--- config.mk ---
export PLATFORM = sky130hd
export DESIGN_NAME = pcp_acc
export DESIGN_NICKNAME = d
export VERILOG_FILES = /design/src/rtl/pcp_pkg.sv /design/src/rtl/pcp_acc.sv
export SDC_FILE = /design/constraint.sdc
export NUM_CORES = 1
export LEC_CHECK = 0
export ABC_AREA = 1
export BUFFER_PORTS_ARGS = -buffer_cell sky130_fd_sc_hd__buf_2
export CORE_UTILIZATION = 43
export CTS_BUF_LIST = sky130_fd_sc_hd__clkbuf_8
export DETAILED_ROUTE_END_ITERATION = 7
export GPL_TIMING_DRIVEN = 0
export SYNTH_ARGS = -nofsm -noshare
export SYNTH_HDL_FRONTEND = slang
export SYNTH_SLANG_ARGS = --single-unit
--- constraint.sdc ---
create_clock -name clock -period 4.7 [get_ports clock]
set_clock_uncertainty 0.15 [all_clocks]
set_input_delay 1.41 -clock clock [delete_from_list [all_inputs] [get_ports clock]]
set_output_delay 1.41 -clock clock [all_outputs]
set_load 0.01 [all_outputs]
--- src/rtl/pcp_pkg.sv ---
// ----------------------------------------------------------------------------
// pcp_pkg
// Shared widths, defaults and the per-atom tag for the point-charge
// potential summation pipeline.
// ----------------------------------------------------------------------------
package pcp_pkg;

   localparam int COORD_W       = 32;
   localparam int CHARGE_W      = 16;
   localparam int POT_W         = 48;
   localparam int COUNT_W       = 7;
   localparam int INDEX_W       = 6;
   localparam int DIFF_W        = COORD_W + 1;
   localparam int HALF_LO_W     = 17;
   localparam int HALF_HI_W     = DIFF_W - HALF_LO_W;
   localparam int R2_W          = 2 * DIFF_W;
   localparam int ROOT_W        = R2_W / 2 + 1;
   localparam int DIV_SHIFT     = 32;
   localparam int NUM_W         = CHARGE_W + DIV_SHIFT;
   localparam int MAX_ATOMS_DEF = 64;
   localparam int DIM_DEF       = 3;

   localparam logic FUNC_LOAD  = 1'b0;
   localparam logic FUNC_QUERY = 1'b1;

   // Control bundle that travels with every atom through the pipeline
   typedef struct packed {
      logic                last;
      logic                skip;
      logic                neg;
      logic [CHARGE_W-1:0] mag;
   } pcp_tag_type;

endpackage

--- src/rtl/pcp_acc.sv ---
// ----------------------------------------------------------------------------
// pcp_acc
// Signed accumulation of the per-atom terms and final clipping to Q16.32.
// ----------------------------------------------------------------------------
module pcp_acc #(
   parameter int MAX_ATOMS = pcp_pkg::MAX_ATOMS_DEF
) (
   input  logic                               clock,
   input  logic                               reset,
   input  logic                               in_vld,
   input  pcp_pkg::pcp_tag_type               in_tag,
   input  logic [pcp_pkg::NUM_W-1:0]          in_quot,
   output logic                               done,
   output logic                               rsp_valid,
   output logic signed [pcp_pkg::POT_W-1:0]   rsp_potential,
   output logic                               rsp_saturated
);
   import pcp_pkg::*;

   localparam int ACC_W = POT_W + $clog2(MAX_ATOMS + 1) + 1;
   localparam logic signed [ACC_W-1:0] POT_HI = ACC_W'({1'b0, {(POT_W-1){1'b1}}});
   localparam logic signed [ACC_W-1:0] POT_LO = -POT_HI - ACC_W'(1);

   logic signed [ACC_W-1:0] acc_ff;
   logic signed [ACC_W-1:0] acc_in;
   logic signed [ACC_W-1:0] term;
   logic                    fin_ff;
   logic                    valid_ff;
   logic signed [POT_W-1:0] pot_ff;
   logic                    sat_ff;

   assign term = $signed(ACC_W'(in_quot));

   // Add or subtract one term
   always_comb begin
      acc_in = acc_ff;
      if (fin_ff) begin
         acc_in = '0;
      end else if (in_vld && !in_tag.skip) begin
         acc_in = in_tag.neg ? acc_ff - term : acc_ff + term;
      end
   end

   always_ff @(posedge clock) begin
      if (reset) begin
         acc_ff   <= '0;
         fin_ff   <= 1'b0;
         valid_ff <= 1'b0;
      end else begin
         acc_ff   <= acc_in;
         fin_ff   <= in_vld && in_tag.last;
         valid_ff <= fin_ff;
      end
   end

   // Clip the total and drive the result
   always_ff @(posedge clock) begin
      if (fin_ff) begin
         if (acc_ff > POT_HI) begin
            pot_ff <= POT_HI[POT_W-1:0];
            sat_ff <= 1'b1;
         end else if (acc_ff < POT_LO) begin
            pot_ff <= POT_LO[POT_W-1:0];
            sat_ff <= 1'b1;
         end else begin
            pot_ff <= acc_ff[POT_W-1:0];
            sat_ff <= 1'b0;
         end
      end
   end

   assign done          = fin_ff;
   assign rsp_valid     = valid_ff;
   assign rsp_potential = pot_ff;
   assign rsp_saturated = sat_ff;

   // Accumulator is clear once a result goes out
   a_acc_clear: assert property (@(posedge clock) disable iff (reset)
      valid_ff |-> acc_ff == '0) else $error("accumulator not cleared");

endmodule

==> results.py <==
metrics = {
    "logic_synthesis": {
        "synth_area_um2": 10500,
        "yosysMostFrequentCell": "nand2_1",
        "synth_cells": 1780,
        "yosys_warnings": 0,
        "synthTopCellsByArea": "nand2_1, inv_1, edfxtp_1",
        "ys_ff_latch": 107,
        "yosysUniqueCellTypes": 40,
        "synth_area_leader_cell": "nand2_1",
        "synthTopCellsByCount": "nand2_1, inv_1, nor2_1",
        "synth_nets": 1907,
        "synth.avg_cell_area_um2": 5.88,
        "synth_top_area_frac": 0.198,
        "ys.flop_type": "dfxtp_1",
        "synth_edf_count": 49,
        "seq_area_frac_synth": 0.251,
        "synthArstFlopShare": 0,
    },
    "detailed_routing": {
        "wirelength_mm": 37.1,
        "drtIter0Drc": 754,
        "wl_per_cell_um": 16.7,
        "vias": 10828,
        "ant_nets": 0,
        "dr.pass1.iters": 5,
        "post-route-drc-count": 0,
        "viasPerCell": 4.87,
    },
    "cts": {
        "tritoncts": "yes",
        "clock_latency_ns": 0.41,
        "cts.sinks": 107,
        "clockRootBuffer": "clkbuf_8",
        "numCtsBuffers": 9,
        "clkSlewWorstSetupHoldPaths_ns": 0.12,
        "clockBufferDepth": 2,
        "htreeDepth": 3,
    },
    "sta": {
        "fin_ws_ns": 0.212,
        "setup_viol": 0,
        "rsz0062_at_grt": "true",
        "timing.fmax_mhz": 223,
        "slew_headroom": 0.307,
        "hold_ws_ns": 0.381,
        "min_period_ns": 4.49,
        "tightest_slew_ns": 1.03,
        "hold_viol": 0,
        "final_max_slew_viol_count": 0,
        "fin_crit_sh": 0.955,
    },
    "global_routing": {
        "antenna_found_initial": 0,
        "grt_overflow": 0,
        "grt_pass1_vias": 10018,
        "grt_usage": 0.306,
        "grt_max_degree": 35,
        "grt_pass1_wl_mm": 55.7,
    },
    "run": {
        "max_cap_viol_count": 0,
    },
    "placement": {
        "gp_congestion": 1.02,
        "dp_hpwl_mm": 31.8,
        "post_dp_cell_area_um2": 11400,
        "port_buffers": 104,
        "dp_slack_ns": -0.504,
    },
    "cells_and_area": {
        "finalInstanceArea_um2": 12000,
        "drive_gt1_frac": 0.131,
        "area_delta_synth_final_pct": 14.5,
        "utilization": 0.506,
        "fillers": 2613,
        "n_antenna_cell": 0,
        "final_nets": 2027,
    },
    "die": {
        "fp.coreArea_um2": 23700,
        "pin_count": 121,
        "die_w_um": 158,
        "dieArea_um2": 25000,
        "rows": 56,
        "dieHeight_um": 158,
        "start_util": 0.442,
    },
    "setup_path": {
        "critPathRequiredTime_ns": 4.86,
        "arrival_ns": 4.65,
        "cp_max_fo": 5,
        "reg2reg_depth": 7,
        "r2r_slack_ns": 1.99,
        "reg2reg_from": "done",
        "crit_path_end_kind": "flip-flop",
        "crit_type": "input pin to flip-flop",
        "startpoint_type": "input pin",
        "r2r-end": "acc_ff[28]",
    },
    "pwr": {
        "finalPower_uw": 2990,
        "p_leak_uw": 0.00661,
        "power_density_nw_per_um2": 249,
        "ir_drop_uv": 141,
    },
    "status": {
        "status": "finished clean",
    },
    "hold_path": {
        "worstHoldEndpoint": "acc_ff[1]",
        "min_path_type": "flip-flop to flip-flop",
        "hold_depth": 2,
        "worstHoldStart": "acc_ff[1]",
    },
}
layout make-up:
type | instances | area [um2] | share of cell area
multi-input combinational | 1225 | 6480 | 0.540
sequential | 107 | 2630 | 0.220
inverter | 416 | 1570 | 0.131
timing repair buffer | 109 | 578 | 0.0482
tap | 319 | 399 | 0.0333
buffer | 32 | 129 | 0.0107
clock buffer | 9 | 124 | 0.0103
clock inverter | 7 | 86.3 | 0.00720
stage by stage:
| stage | cells | TNS [ns] |
|---|---|---|
| floorplan | 1780 | 0 |
| global placement | 2203 | -9.95 |
| global route | 2224 | -0.0632 |
| finish | 2224 | 0 |
| detailed placement | 2205 | -9.79 |
| CTS | 2221 | 0 |
worst max-delay path, cell delays in order:
cell and delay [ns]:
buf_2 0.12, clkinvlp_4 0.12, ha_1 0.20, nand3_2 0.13
nor2_1 0.11, nand2_1 0.08, nor2_1 0.14, nand3_1 0.19
o21ai_2 0.21, xor2_2 0.32, ha_1 0.28, nand2_1 0.13
nor2_1 0.24, inv_1 0.09, nor2_1 0.17, nand2_1 0.09
nor2_1 0.10, nand2_1 0.11, nand4_1 0.13, nand3_1 0.13
nand2_1 0.10, inv_1 0.04
layout by cell type, fill, tap and decap left out, types with 24 or more instances in the layout:
cell type	instances
dfxtp_1	57
xor2_1	60
edfxtp_1	49
nor2_2	37
clkbuf_1	24
o21ai_0	45
a21oi_1	143
nor2_1	141
buf_2	110
ha_1	51
inv_1	410
nand3_1	66
nand2_1	546
sequential cells by signal, summed over array words and instances (netlist names):
name,count
rsp_valid,1
done,1
rsp_saturated,1
rsp_potential,48
acc_ff,56
how the worst max path moves through the flow:
stage,from,to,cells after the start
3_3_place_gp,in_quot[0],acc_ff[50],23
6_report,in_quot[0],acc_ff[43],22
5_1_grt,in_quot[0],acc_ff[52],24
3_5_place_dp,in_quot[0],acc_ff[50],23
4_1_cts,in_quot[0],acc_ff[46],21
2_1_floorplan,in_quot[2],acc_ff[49],22
routing by layer:
layer	part of all wire	GRT usage
met1	0.50	0.433
met2	0.42	0.478
met3	0.057	0.0482
met4	0.023	0.0838
met5	0	0
power breakdown:
group	internal [uW]	switching [uW]	total, uW	leakage, uW
clock network	258	384	642	0.000112
logic	392	859	1250	0.00557
registers	1060	36.4	1090	0.000924
total	1710	1280	2990	0.00661
cell families (layout without fill, tap and decap cells):
| kind of cell | Yosys count | in the layout | share of synthesized area |
|---|---|---|---|
| flops | 107 | 107 | 0.251 |
| simple gates | 863 | 863 | 0.341 |
| compound gates | 231 | 231 | 0.114 |
| buf+inv | 448 | 573 | 0.161 |
| xor+xnor | 74 | 74 | 0.0626 |
| fa+ha+maj | 57 | 57 | 0.0688 |
repair_timing:
item | in CTS | in global routing
hold buffers | 0 | 0
endpoints found under the setup margin | 5 | 33
pin swaps | 0 | 6
setup buffers | 0 | 3
gates resized for setup | 5 | 75
No activity file was read; power rests on OpenSTA's default activity.
